### config.mk
export PLATFORM = sky130hd
export DESIGN_NAME = aarch64_branch_system_unit
export DESIGN_NICKNAME = d
export VERILOG_FILES = /design/src/abs_pkg.sv /design/src/abs_exec.sv /design/src/aarch64_branch_system_unit.sv
export SDC_FILE = /design/constraint.sdc
export NUM_CORES = 2
export LEC_CHECK = 0
export ABC_AREA = 0
export CAP_MARGIN = 25
export CORE_AREA = 2 2 482 293
export CTS_CLUSTER_SIZE = 10
export DETAILED_ROUTE_END_ITERATION = 10
export DIE_AREA = 0 0 484 295
export DONT_BUFFER_PORTS = 1
export PLACE_DENSITY = 0.55
export SYNTH_ARGS = -nofsm -noshare
export SYNTH_HDL_FRONTEND = slang
export SYNTH_SLANG_ARGS = --single-unit
export TNS_END_PERCENT = 30
### constraint.sdc
create_clock -name clk -period 9.6 [get_ports clk]
set_input_delay 1.44 -clock clk [delete_from_list [all_inputs] [get_ports clk]]
set_output_delay 1.44 -clock clk [all_outputs]
set_load 0.01 [all_outputs]
### src/abs_pkg.sv
// shared types, constants and helpers of the branch and system unit
package abs_pkg;

	// geometry of the zero-line request, must be a power of two
	localparam int unsigned ZERO_LINE_BYTES = 64;
	localparam logic [63:0] ZERO_LINE_MASK = ~(64'(ZERO_LINE_BYTES) - 64'd1);

	// stream widths, padded to whole bytes
	localparam int unsigned IN_BITS = 228;
	localparam int unsigned IN_TDATA_W = 232;
	localparam int unsigned OUT_BITS = 271;
	localparam int unsigned OUT_TDATA_W = 272;

	localparam int unsigned CFG_INDEX_W = 3;

	typedef enum logic [2:0] {
		OC_CONTINUE = 3'd0,
		OC_BRANCH = 3'd1,
		OC_SYSCALL = 3'd2,
		OC_ICCOMMIT = 3'd3,
		OC_ICFLUSH = 3'd4,
		OC_ILLEGAL = 3'd5,
		OC_TRAP = 3'd6,
		OC_UNMODELLED = 3'd7
	} outcome_t;

	typedef enum logic [CFG_INDEX_W-1:0] {
		CFG_CACHE_TYPE = 3'd0,
		CFG_ZERO_BLOCK_ID = 3'd1,
		CFG_USER_ID_ACCESS = 3'd2,
		CFG_FP_CONTROL_MASK = 3'd3,
		CFG_FP_STATUS_MASK = 3'd4,
		CFG_IMAGE_BIAS = 3'd5
	} cfg_index_t;

	// encoding classes: mask and match value
	localparam logic [31:0] B_MASK = 32'h7C00_0000;
	localparam logic [31:0] B_VAL = 32'h1400_0000;
	localparam logic [31:0] BCOND_MASK = 32'hFF00_0000;
	localparam logic [31:0] BCOND_VAL = 32'h5400_0000;
	localparam logic [31:0] CB_MASK = 32'h7E00_0000;
	localparam logic [31:0] CB_VAL = 32'h3400_0000;
	localparam logic [31:0] TB_VAL = 32'h3600_0000;
	localparam logic [31:0] BREG_MASK = 32'hFE00_0000;
	localparam logic [31:0] BREG_VAL = 32'hD600_0000;
	localparam logic [31:0] EXC_MASK = 32'hFF00_0000;
	localparam logic [31:0] EXC_VAL = 32'hD400_0000;
	localparam logic [31:0] HINT_MASK = 32'hFFFF_F01F;
	localparam logic [31:0] HINT_VAL = 32'hD503_201F;
	localparam logic [31:0] BARRIER_VAL = 32'hD503_301F;
	localparam logic [31:0] SYS_RT_MASK = 32'hFFFF_FFE0;
	localparam logic [31:0] DC_CVAU_VAL = 32'hD50B_7B20;
	localparam logic [31:0] IC_IVAU_VAL = 32'hD50B_7520;
	localparam logic [31:0] DC_ZVA_VAL = 32'hD50B_7420;
	localparam logic [31:0] MSR_IMM_MASK = 32'hFFF8_F01F;
	localparam logic [31:0] MSR_IMM_VAL = 32'hD500_401F;
	localparam logic [31:0] SYSREG_MASK = 32'hFFD0_0000;
	localparam logic [31:0] SYSREG_VAL = 32'hD510_0000;
	localparam logic [15:0] ID_EL1_READ_HI = 16'hD538;

	// system register accesses, rt cleared
	localparam logic [31:0] MRS_CTR = 32'hD53B_0020;
	localparam logic [31:0] MRS_DCZID = 32'hD53B_00E0;
	localparam logic [31:0] MRS_TPIDR = 32'hD53B_D040;
	localparam logic [31:0] MRS_TPIDRRO = 32'hD53B_D060;
	localparam logic [31:0] MSR_TPIDR = 32'hD51B_D040;
	localparam logic [31:0] MRS_NZCV = 32'hD53B_4200;
	localparam logic [31:0] MSR_NZCV = 32'hD51B_4200;
	localparam logic [31:0] MRS_DAIF = 32'hD53B_4220;
	localparam logic [31:0] MSR_DAIF = 32'hD51B_4220;
	localparam logic [31:0] MRS_FPCR = 32'hD53B_4400;
	localparam logic [31:0] MSR_FPCR = 32'hD51B_4400;
	localparam logic [31:0] MRS_FPSR = 32'hD53B_4420;
	localparam logic [31:0] MSR_FPSR = 32'hD51B_4420;
	localparam logic [31:0] MRS_CNTFRQ = 32'hD53B_E000;
	localparam logic [31:0] MRS_CNTPCT = 32'hD53B_E020;
	localparam logic [31:0] MRS_CNTVCT = 32'hD53B_E040;
	localparam logic [31:0] MRS_CNTVCTSS = 32'hD53B_E0C0;

	localparam logic [63:0] CNT_FREQ_HZ = 64'd1000000000;

	typedef struct packed {
		logic [31:0] instruction;
		logic [63:0] current_pc;
		logic [63:0] operand_value;
		logic [3:0] flags_in;
		logic [63:0] time_now;
	} item_t;

	typedef struct packed {
		logic [63:0] next_pc;
		outcome_t outcome;
		logic reg_write;
		logic [4:0] reg_index;
		logic [63:0] reg_value;
		logic flags_write;
		logic [3:0] flags_out;
		logic [63:0] fault_address;
		logic [63:0] line_address;
		logic zero_line;
	} result_t;

	typedef struct packed {
		logic [63:0] cache_type_value;
		logic [63:0] zero_block_id_value;
		logic user_id_access;
		logic [31:0] fp_control_mask;
		logic [31:0] fp_status_mask;
		logic [63:0] image_bias;
	} cfg_t;

	typedef struct packed {
		logic [63:0] thread_pointer;
		logic [31:0] fp_control;
		logic [31:0] fp_status;
	} arch_state_t;

	typedef struct packed {
		logic tp_we;
		logic fpcr_we;
		logic fpsr_we;
		logic [63:0] tp;
		logic [31:0] fpcr;
		logic [31:0] fpsr;
	} state_upd_t;

	// condition code evaluation, flags are n z c v in bits 3..0
	function automatic logic cond_holds(input logic [3:0] cond, input logic [3:0] f);
		logic r;
		logic always_true;
		r = 1'b0;
		always_true = 1'b0;
		case (cond[3:1])
			3'd0: r = f[2];
			3'd1: r = f[1];
			3'd2: r = f[3];
			3'd3: r = f[0];
			3'd4: r = f[1] & ~f[2];
			3'd5: r = (f[3] == f[0]);
			3'd6: r = (f[3] == f[0]) & ~f[2];
			default: always_true = 1'b1;
		endcase
		return always_true | (cond[0] ? ~r : r);
	endfunction

endpackage

### src/abs_exec.sv
// decode and execute of one branch, exception or system instruction
module abs_exec (
	input abs_pkg::item_t item,
	input abs_pkg::cfg_t cfg,
	input abs_pkg::arch_state_t st,
	output abs_pkg::result_t res,
	output abs_pkg::state_upd_t upd
);

	logic [31:0] w;
	logic [63:0] pc;
	logic [63:0] opv;
	logic [63:0] guest_pc;
	logic [63:0] ret_addr;
	logic [63:0] pc4;
	logic [63:0] off26;
	logic [63:0] off19;
	logic [63:0] off14;
	logic [5:0] tbit;
	logic cb_zero;

	assign w = item.instruction;
	assign pc = item.current_pc;
	assign opv = item.operand_value;
	assign guest_pc = pc - cfg.image_bias;
	assign ret_addr = guest_pc + 64'd4;
	assign pc4 = pc + 64'd4;
	assign off26 = {{36{w[25]}}, w[25:0], 2'b00};
	assign off19 = {{43{w[23]}}, w[23:5], 2'b00};
	assign off14 = {{48{w[18]}}, w[18:5], 2'b00};
	assign tbit = {w[31], w[23:19]};
	assign cb_zero = w[31] ? (opv == 64'd0) : (opv[31:0] == 32'd0);

	always_comb begin
		logic known;
		logic [63:0] rval;
		logic [31:0] sreg;
		known = 1'b1;
		rval = 64'd0;
		sreg = w & abs_pkg::SYS_RT_MASK;
		res = '0;
		res.next_pc = pc4;
		res.outcome = abs_pkg::OC_CONTINUE;
		upd = '0;
		upd.tp = opv;
		upd.fpcr = opv[31:0] & cfg.fp_control_mask;
		upd.fpsr = opv[31:0] & cfg.fp_status_mask;

		if ((w & abs_pkg::B_MASK) == abs_pkg::B_VAL) begin
			res.next_pc = pc + off26;
			res.outcome = abs_pkg::OC_BRANCH;
			if (w[31]) begin
				res.reg_write = 1'b1;
				res.reg_index = 5'd30;
				res.reg_value = ret_addr;
			end
		end else if ((w & abs_pkg::BCOND_MASK) == abs_pkg::BCOND_VAL) begin
			res.next_pc = abs_pkg::cond_holds(w[3:0], item.flags_in) ? pc + off19 : pc4;
			res.outcome = abs_pkg::OC_BRANCH;
		end else if ((w & abs_pkg::CB_MASK) == abs_pkg::CB_VAL) begin
			res.next_pc = (w[24] ? ~cb_zero : cb_zero) ? pc + off19 : pc4;
			res.outcome = abs_pkg::OC_BRANCH;
		end else if ((w & abs_pkg::CB_MASK) == abs_pkg::TB_VAL) begin
			res.next_pc = (w[24] ? opv[tbit] : ~opv[tbit]) ? pc + off14 : pc4;
			res.outcome = abs_pkg::OC_BRANCH;
		end else if ((w & abs_pkg::BREG_MASK) == abs_pkg::BREG_VAL) begin
			if (w[20:16] != 5'd31 || w[15:10] != 6'd0 || w[4:0] != 5'd0
					|| w[24:21] > 4'd2) begin
				res.next_pc = pc;
				res.outcome = abs_pkg::OC_UNMODELLED;
				res.fault_address = guest_pc;
			end else begin
				res.next_pc = opv;
				res.outcome = abs_pkg::OC_BRANCH;
				if (w[24:21] == 4'd1) begin
					res.reg_write = 1'b1;
					res.reg_index = 5'd30;
					res.reg_value = ret_addr;
				end
			end
		end else if ((w & abs_pkg::EXC_MASK) == abs_pkg::EXC_VAL) begin
			res.next_pc = pc;
			if (w[23:21] == 3'd0 && w[1:0] == 2'b01) begin
				res.outcome = abs_pkg::OC_SYSCALL;
			end else begin
				res.outcome = (w[23:21] == 3'd1) ? abs_pkg::OC_TRAP : abs_pkg::OC_ILLEGAL;
				res.fault_address = guest_pc;
			end
		end else if ((w & abs_pkg::HINT_MASK) == abs_pkg::HINT_VAL) begin
			res.outcome = abs_pkg::OC_CONTINUE;
		end else if ((w & abs_pkg::HINT_MASK) == abs_pkg::BARRIER_VAL) begin
			// isb commits fetched code, other barriers fall through
			res.outcome = (w[7:5] == 3'd6) ? abs_pkg::OC_ICCOMMIT : abs_pkg::OC_CONTINUE;
		end else if (sreg == abs_pkg::DC_CVAU_VAL) begin
			res.outcome = abs_pkg::OC_CONTINUE;
		end else if (sreg == abs_pkg::IC_IVAU_VAL) begin
			res.line_address = opv;
			res.outcome = abs_pkg::OC_ICFLUSH;
		end else if (sreg == abs_pkg::DC_ZVA_VAL) begin
			res.line_address = opv & abs_pkg::ZERO_LINE_MASK;
			res.zero_line = 1'b1;
		end else if ((w & abs_pkg::MSR_IMM_MASK) == abs_pkg::MSR_IMM_VAL) begin
			if (w[18:16] == 3'd0 || (w[18:16] == 3'd3 && w[7:5] == 3'd3)) begin
				res.next_pc = pc;
				res.outcome = abs_pkg::OC_UNMODELLED;
				res.fault_address = guest_pc;
			end
		end else if ((w & abs_pkg::SYSREG_MASK) == abs_pkg::SYSREG_VAL) begin
			if (w[21] && w[31:16] == abs_pkg::ID_EL1_READ_HI && !cfg.user_id_access) begin
				res.next_pc = pc;
				res.outcome = abs_pkg::OC_ILLEGAL;
				res.fault_address = guest_pc;
			end else begin
				case (sreg)
					abs_pkg::MRS_CTR: rval = cfg.cache_type_value;
					abs_pkg::MRS_DCZID: rval = cfg.zero_block_id_value;
					abs_pkg::MRS_TPIDR,
					abs_pkg::MRS_TPIDRRO: rval = st.thread_pointer;
					abs_pkg::MSR_TPIDR: upd.tp_we = 1'b1;
					abs_pkg::MRS_NZCV: rval = {32'd0, item.flags_in, 28'd0};
					abs_pkg::MSR_NZCV: begin
						res.flags_write = 1'b1;
						res.flags_out = opv[31:28];
					end
					abs_pkg::MRS_DAIF: rval = 64'd0;
					abs_pkg::MSR_DAIF: rval = 64'd0;
					abs_pkg::MRS_FPCR: rval = {32'd0, st.fp_control};
					abs_pkg::MSR_FPCR: upd.fpcr_we = 1'b1;
					abs_pkg::MRS_FPSR: rval = {32'd0, st.fp_status};
					abs_pkg::MSR_FPSR: upd.fpsr_we = 1'b1;
					abs_pkg::MRS_CNTFRQ: rval = abs_pkg::CNT_FREQ_HZ;
					abs_pkg::MRS_CNTPCT,
					abs_pkg::MRS_CNTVCT,
					abs_pkg::MRS_CNTVCTSS: rval = item.time_now;
					default: known = 1'b0;
				endcase
				if (!known) begin
					res.next_pc = pc;
					res.outcome = abs_pkg::OC_UNMODELLED;
					res.fault_address = guest_pc;
				end else if (w[21]) begin
					res.reg_write = 1'b1;
					res.reg_index = w[4:0];
					res.reg_value = rval;
				end
			end
		end else begin
			res.next_pc = pc;
			res.outcome = abs_pkg::OC_UNMODELLED;
			res.fault_address = guest_pc;
		end
	end

endmodule

### src/aarch64_branch_system_unit.sv
// top level of the a64 branch, exception and system instruction unit
// a beat accepted into the input register is executed and its result held in the result register, which drives m_tvalid
// throughput: one instruction per cycle while m_tready holds, set by the single
// decode/execute pass between the input register and the result register
// while a result waits for m_tready the input register takes one more beat, then stalls
// reset: clears both valid flags, thread pointer, fpcr and fpsr, and loads config defaults
module aarch64_branch_system_unit (
	input logic clk,
	input logic arst_n,
	// input stream
	input logic s_tvalid,
	output logic s_tready,
	// instruction[31:0], current_pc[95:32], operand_value[159:96], flags_in[163:160],
	// time_now[227:164], zero pad above
	input logic [abs_pkg::IN_TDATA_W-1:0] s_tdata,
	// result stream
	output logic m_tvalid,
	input logic m_tready,
	// next_pc[63:0], outcome[66:64], reg_write[67], reg_index[72:68], reg_value[136:73],
	// flags_write[137], flags_out[141:138], fault_address[205:142],
	// line_address[269:206], zero_line[270], zero pad above
	output logic [abs_pkg::OUT_TDATA_W-1:0] m_tdata,
	// configuration write channel
	input logic cfg_valid,
	output logic cfg_ready,
	input logic [abs_pkg::CFG_INDEX_W-1:0] cfg_index,
	input logic [63:0] cfg_data
);

	abs_pkg::item_t item_s1;
	logic valid_s1;
	abs_pkg::result_t result_s2;
	logic valid_s2;

	abs_pkg::cfg_t cfg_q;
	abs_pkg::arch_state_t state_q;

	abs_pkg::result_t res;
	abs_pkg::state_upd_t upd;

	logic adv_s2;
	logic take_in;

	// result register frees when empty or drained this cycle
	assign adv_s2 = !valid_s2 || m_tready;
	assign s_tready = !valid_s1 || adv_s2;
	assign take_in = s_tvalid && s_tready;
	assign cfg_ready = 1'b1;

	abs_exec u_exec (
		.item(item_s1),
		.cfg(cfg_q),
		.st(state_q),
		.res(res),
		.upd(upd)
	);

	// input register
	always_ff @(posedge clk or negedge arst_n) begin
		if (!arst_n) begin
			valid_s1 <= 1'b0;
		end else if (s_tready) begin
			valid_s1 <= s_tvalid;
		end
	end

	always_ff @(posedge clk) begin
		if (take_in) begin
			item_s1.instruction <= s_tdata[31:0];
			item_s1.current_pc <= s_tdata[95:32];
			item_s1.operand_value <= s_tdata[159:96];
			item_s1.flags_in <= s_tdata[163:160];
			item_s1.time_now <= s_tdata[227:164];
		end
	end

	// result register
	always_ff @(posedge clk or negedge arst_n) begin
		if (!arst_n) begin
			valid_s2 <= 1'b0;
		end else if (adv_s2) begin
			valid_s2 <= valid_s1;
		end
	end

	always_ff @(posedge clk) begin
		if (adv_s2 && valid_s1) begin
			result_s2 <= res;
		end
	end

	// architectural state commits as the instruction leaves the execute pass,
	// so the next instruction in the input register already sees it
	always_ff @(posedge clk or negedge arst_n) begin
		if (!arst_n) begin
			state_q <= '0;
		end else if (adv_s2 && valid_s1) begin
			if (upd.tp_we) begin
				state_q.thread_pointer <= upd.tp;
			end
			if (upd.fpcr_we) begin
				state_q.fp_control <= upd.fpcr;
			end
			if (upd.fpsr_we) begin
				state_q.fp_status <= upd.fpsr;
			end
		end
	end

	// configuration registers, indexes past the list are dropped
	always_ff @(posedge clk or negedge arst_n) begin
		if (!arst_n) begin
			cfg_q.cache_type_value <= 64'd0;
			cfg_q.zero_block_id_value <= 64'd4;
			cfg_q.user_id_access <= 1'b0;
			cfg_q.fp_control_mask <= '1;
			cfg_q.fp_status_mask <= '1;
			cfg_q.image_bias <= 64'd0;
		end else if (cfg_valid && cfg_ready) begin
			case (abs_pkg::cfg_index_t'(cfg_index))
				abs_pkg::CFG_CACHE_TYPE: cfg_q.cache_type_value <= cfg_data;
				abs_pkg::CFG_ZERO_BLOCK_ID: cfg_q.zero_block_id_value <= cfg_data;
				abs_pkg::CFG_USER_ID_ACCESS: cfg_q.user_id_access <= cfg_data[0];
				abs_pkg::CFG_FP_CONTROL_MASK: cfg_q.fp_control_mask <= cfg_data[31:0];
				abs_pkg::CFG_FP_STATUS_MASK: cfg_q.fp_status_mask <= cfg_data[31:0];
				abs_pkg::CFG_IMAGE_BIAS: cfg_q.image_bias <= cfg_data;
				default: ;
			endcase
		end
	end

	// pack the result beat, lowest field first
	assign m_tvalid = valid_s2;
	assign m_tdata = {
		1'b0,
		result_s2.zero_line,
		result_s2.line_address,
		result_s2.fault_address,
		result_s2.flags_out,
		result_s2.flags_write,
		result_s2.reg_value,
		result_s2.reg_index,
		result_s2.reg_write,
		result_s2.outcome,
		result_s2.next_pc
	};

endmodule

---- Word-level counts from Yosys, hierarchy flattened ----
Cells that the tools add are included.
storage, ports and cells
  bits in latches ......................... 0
  bits in writable memories ............... 0
  word-level logic and storage cells ...... 245
  ROM bits ................................ 0
  register bits ........................... 886
  memories kept ........................... 0
  input port bits ......................... 304
  output and inout bits ................... 275
operators by class
  $add $sub $neg .......................... 6
  order comparisons ....................... 2
  div/mod/pow operators ................... 0
  multiplexer cells ....................... 114
  eq/ne operators ......................... 50
  reduce and logical (&&, ||, !) cells .... 38
  shifts and indexed selects .............. 0
  $mul .................................... 0
  bitwise logic cells ..................... 9
operators with widths
  operator                 number
  $mux W204                12
  $mux W64                 17
  $mux W206                5
  $mux W67                 10
  $eq A27 B27 Y1 const B   20
  $pmux W64 S8             1
  $mux W70                 5
  $mux W75                 4
  $mux W137                2
  $mux W65                 3
  $add A64 B64 Y64         3
  $mux W139                1
  $add A64 B3 Y64 const B  2
  $and A32 B32 Y32         2
  $logic_not A64 Y1        1
  $sub A64 B64 Y64         1
  $mux W3                  19
  $eq A25 B25 Y1 const B   2
  $logic_not A32 Y1        1
  $mux W1                  29
  $eq A22 B22 Y1 const B   1
  $eq A3 B2 Y1 const B     6
  $eq A3 B3 Y1 const B     6
  $reduce_and A2 Y1        9
  33 further kinds         57

---- Logic depth before layout (Yosys ltp) ----
  depth after elaboration ................. 42
  depth in mapped cells ................... 18

---- Cells and area by module ----
From an unflattened synthesis, not the netlist that was laid out.
second synthesis, totals
  cell total of the unflattened synthesis .. 5364
  area total of the unflattened synthesis .. 55778.5 sq um
by module, submodules not included
  module                      instances  area an instance (sq um)  cells an instance  seq. area each (sq um)
  aarch64_branch_system_unit  1          29568.4                   1333               24750.0
  abs_exec                    1          26210.1                   4031               0.0

---- Worst setup path before layout ----
Ideal clock, no wire load.
  path type ............................... input to register
  from .................................... input m_tready
  to ...................................... register state_q[100] (netlist bit)
  cell stages on the path ................. 7
  arrival time ............................ 9287 ps
  library setup time ...................... 125 ps
  setup slack ............................. 188 ps
  buffers on the path ..................... 2
  path through ............................ nand2b_1 and2_1 and3_1 clkbuf_1 nand3_1 clkbuf_1 mux2_2
between the ends
  cells in the longest elaborated chain, start to end .. 3
ends and longest elaborated chain
  item                         line                              text
  start: declaration           aarch64_branch_system_unit.sv:18  input logic m_tready,
  $logic_or A1 B1 Y1           aarch64_branch_system_unit.sv:45  assign adv_s2 = !valid_s2 || m_tready;
  $logic_and A1 B1 Y1          aarch64_branch_system_unit.sv:97  end else if (adv_s2 && valid_s1) begin
  $reduce_and A2 Y1 (no line)  --
  end: declaration             aarch64_branch_system_unit.sv:36  abs_pkg::arch_state_t state_q;
No other way between the ends.
A chain may end at the register's enable or synchronous reset.

==> results summary <==
Yosys printed 0 warnings. The final global-route overflow total is 0. The last weighted congestion value of the routability-driven placer came out at 0.9968.

Input and output buffers added on the ports amount to 0. From synthesis to final layout, the design area changed by 9.928%. The routed design has 242,900 microns of wire.

Setup repair after global routing left no endpoint under its margin. The flow ran to the end, and the final reports show no timing, DRC or antenna violations. The static leakage power is 23.64 nW.

Buffers added to address setup during post-CTS repair amount to 0. Power spread over the standard cell area amounts to 200.0 mW/mm^2. The most prevalent standard cell on the critical path is o21ai_0. The ratio of routed vias to standard cells came out at 6.409.

For this run, the leading register cell type out of synthesis is edfxtp_1. The peak supply drop came out at 148.5 uV. The iteration count of the initial detailed-routing pass is 9.

The DRC violation count after routing came out at 0. Of the total power, the share spent switching nets is 0.3493. The number of buffers and inverters on the critical path is 2. During I/O placement, the number of pins put on the boundary was 579. The worst slack on hold paths is 0.3855 ns. In the final layout, the share of cells above drive strength 1 is 0.1382. The count of pins over their slew limit is 0. The largest net degree at the start of global routing came out at 388. The sequential cell area fraction in the yosys report came out at 0.4498. Based on the critical path, the design can be clocked at up to 154.2 MHz. Yosys attributes the largest share of cell area to edfxtp_1 (27%), dfrtp_1 (15%), mux2_2 (6.8%). For this configuration, the core starts out at a cell density of 0.3981.

The critical path in this run is classified as reg -> reg. In this run the critical register-to-register path is launched from item_s1[202]. The net count of the finished layout came out at 5,937. The cell family contributing the most delay on the critical path is compound AO/OA/AOI/OAI gates. The number of clock sinks came out at 886.

The global-route usage over all layers is 0.3296. The data required time at the worst endpoint is 10.17 ns. The portion of synthesized cell area occupied by the leading cell type is 0.2723. On the critical path, the stage with the largest delay is an instance of edfxtp_1. Detailed placement finished with a half-perimeter wire length of 183,000 microns.

The global-route wire length before repair is 337,100 microns. The worst stage delay on the critical path is 0.80 ns. The TritonCTS buffer count is 101.

The tree is rooted in a clkbuf_16. The headroom to the max-slew limit came out at 0.06503. Total power for the finished layout comes to 0.01210 W. The final setup violation count came out at 0. TritonCTS built the clock tree.

The critical path goes through inv_1, fa_1, nor2b_1, o21a_1, o21ai_0, a21oi_1, a41oi_1, o41a_1, o21ai_0, buf_4, a41oi_1, o31ai_1, a31oi_1, o21ai_0, mux2_2, o21ai_1. The internal power component is 0.007871 W. The hold-fix buffer count after cts is 0.

The analysis attributes to net switching a power of 0.004226 W. The slew at the pin with the worst max-slew slack is 1.402 ns. The flop and latch count out of synthesis came out at 886.

The initial antenna violation count is 43. The detailed-route wire length per cell is 33.08 microns. The part of the total power dissipated in the clock network came out at 0.304. After detailed placement, the design holds a cell count of 7,131. The gate count after technology mapping is 5,456. The number of placement rows is 106.

Across all layers, the routed design uses 47,060 vias. The H-tree generated during clock tree synthesis spans 3 levels. The share of total power dissipated in combinational logic is 0.279. The number of global-route vias before repair was 42,980. The largest fanout of any net on the critical path came out at 13.

The worst-skew pair later-pin latency is 0.76 ns. After clock tree synthesis, the clock-pin slew on the worst setup and hold paths is 0.06 ns. STA classifies the critical path startpoint as a register. The power share of the sequential group came out at 0.416. The synthesized net count is 5,995. Counting flops with an async set or reset pin after synthesis yields a share of 0.4368. From left edge to right edge, the die measures 484 microns.

The post-CTS resize count is 0. The placeable core area is 0.1382 sq mm. The time the worst path needs with I/O delays and setup came out at 6.485 ns.

The setup total negative slack came out at 0 ns. The post-detailed-route count of antenna-violating nets is 0. The worst setup path is captured at a register. The count of maximum capacitance violations is 0.

The count of flip-flops with a built-in enable after synthesis came out at 499. The critical path starts at item_s1[202]. The number of endpoints with negative hold slack in the final report came to 0.

The dominant cell type by area after synthesis is edfxtp_1. The maximum clock path buffer count is 3. The vertical die dimension came out at 295 microns. The number of design-rule violations left by the first detailed-router iteration is 6,793. The number of cells in the finished layout apart from fillers is 7,343. After synthesis the cells add up to 0.05502 sq mm. The floorplan step defined a die boundary enclosing 0.1428 sq mm.

After filler insertion, the fill cell instance count of the layout stands at 13,200. The final setup skew is 0.04561 ns. The arrival time reported for the critical path endpoint came out at 7.05 ns. In this run the worst hold path is classified as in -> async. The final worst-path cycle share is 0.6755. Yosys mapped the design onto 108 distinct sky130hd cell types.

The post-synthesis area per instance is 10.08 sq um.
worst reg2reg max path, stage by stage (launching register included):
cell	delay, ns
edfxtp_1	0.80
inv_1	0.29
fa_1	0.49
nor2b_1	0.14
o21a_1	0.21
o21ai_0	0.26
a21oi_1	0.35
a41oi_1	0.37
o41a_1	0.66
o21ai_0	0.25
buf_4	0.20
a41oi_1	0.33
o31ai_1	0.78
a31oi_1	0.35
o21ai_0	0.26
mux2_2	0.37
o21ai_1	0.22
path summary, 6_finish.rpt:
| path | end | slack [ns] | cells after the start |
|---|---|---|---|
| setup / recovery | m_tdata[62] | 3.12 | 16 |
| hold / removal | valid_s1 | 0.39 | 0 |
| hold reg to reg | state_q[61] | 0.48 | 2 |
| max in group asynchronous | cfg_q[37] | 8.08 | 0 |
| setup reg to reg | m_tdata[62] | 3.12 | 16 |
| min in group clk | state_q[61] | 0.48 | 2 |
sequential cells by signal, indices dropped and copies added (netlist names):
name,cells
valid_s1,1
state_q,128
cfg_q,257
m_tvalid,1
m_tdata,271
item_s1,228
final cells by class:
class                           instances  area (sq um)  share of cell area
Inverter                              145         544.3            0.008999
Timing Repair Buffer                  130          1001             0.01655
Clock inverter                          9         151.4            0.002503
Tap cell                             1836          2297             0.03798
Sequential cell                       886         24750              0.4092
Antenna cell                           21         52.55           0.0008688
Multi-Input combinational cell       4134         28750              0.4754
Clock buffer                          182          2934             0.04851
per-layer routing:
layer,up-vias,part of all wire,global-route usage
met5,-,0.00066,0
met1,23420,0.45,0.4996
met4,24,0.029,0.09068
met3,339,0.13,0.1117
met2,2802,0.39,0.4371
li1,20480,-,-
kinds of logic (layout without fill, tap and decap cells):
group,after synthesis,in the layout,share of synthesized area
simple gates,1648,1648,0.1455
mux,407,407,0.08616
compound gates,1524,1524,0.1834
other cells,2,23,0.0001365
flops,886,886,0.4498
buf+inv,436,466,0.03036
fa+ha+maj,235,235,0.05385
xor+xnor,318,318,0.05076
layout by cell type (no fill, tap or decap), types with 90 or more instances in the layout:
cell and count:
nand3_1 138, mux2_2 333, edfxtp_1 499, o21ai_0 366, clkbuf_16 103, nand2_1 572, inv_1 145, xnor2_1 195
buf_4 128, dfrtp_1 322, a21oi_1 357, nand4_1 97, nor2_1 320, nor3_1 90, ha_1 232, and2_1 110
xor2_1 120, a21o_1 161
power by group through the flow:
stage	Clock, W	Sequential (W)	Combinational [W]
after floorplan	0	0.00496	0.00224
after global placement	0	0.00509	0.00326
after detailed placement	0	0.00510	0.00327
after CTS	0.00375	0.00503	0.00329
after global routing	0.00392	0.00507	0.00362
final	0.00368	0.00503	0.00338
through the flow:
| stage | area [sq um] | util | setup slack, ns |
|---|---|---|---|
| 2_1_floorplan | 55020 | - | 0.1881 |
| 3_3_place_gp | 57340 | 0.4149 | 3.427 |
| 3_5_place_dp | 57350 | 0.4150 | 3.381 |
| 4_1_cts | 60430 | 0.4373 | 3.332 |
| 5_1_grt | 60450 | 0.4374 | 2.899 |
| 6_report | 60480 | 0.4377 | 3.115 |
cell usage after synthesis (all sizes together) (12+ instances only):
cell,count
o31ai,19
ha,232
nor2b,37
xnor2,196
inv,145
a21oi,360
nand2,574
and4,12
clkbuf,254
a22oi,45
and3,68
o22ai,30
nand4,97
a211oi,43
nor2,325
nand2b,30
mux4,20
mux2i,54
o21ai,377
a21o,161
a222oi,48
mux2,333
a221oi,52
o21bai,37
and2,115
nor3,97
dfstp,65
a211o,12
o21a,38
a221o,24
a31oi,51
dfrtp,322
a21boi,17
edfxtp,499
nand3,139
or2,22
o221ai,37
nor4,48
or3,28
buf,37
o211ai,56
a22o,17
xor2,122
Power figures use the tool's default switching activity.
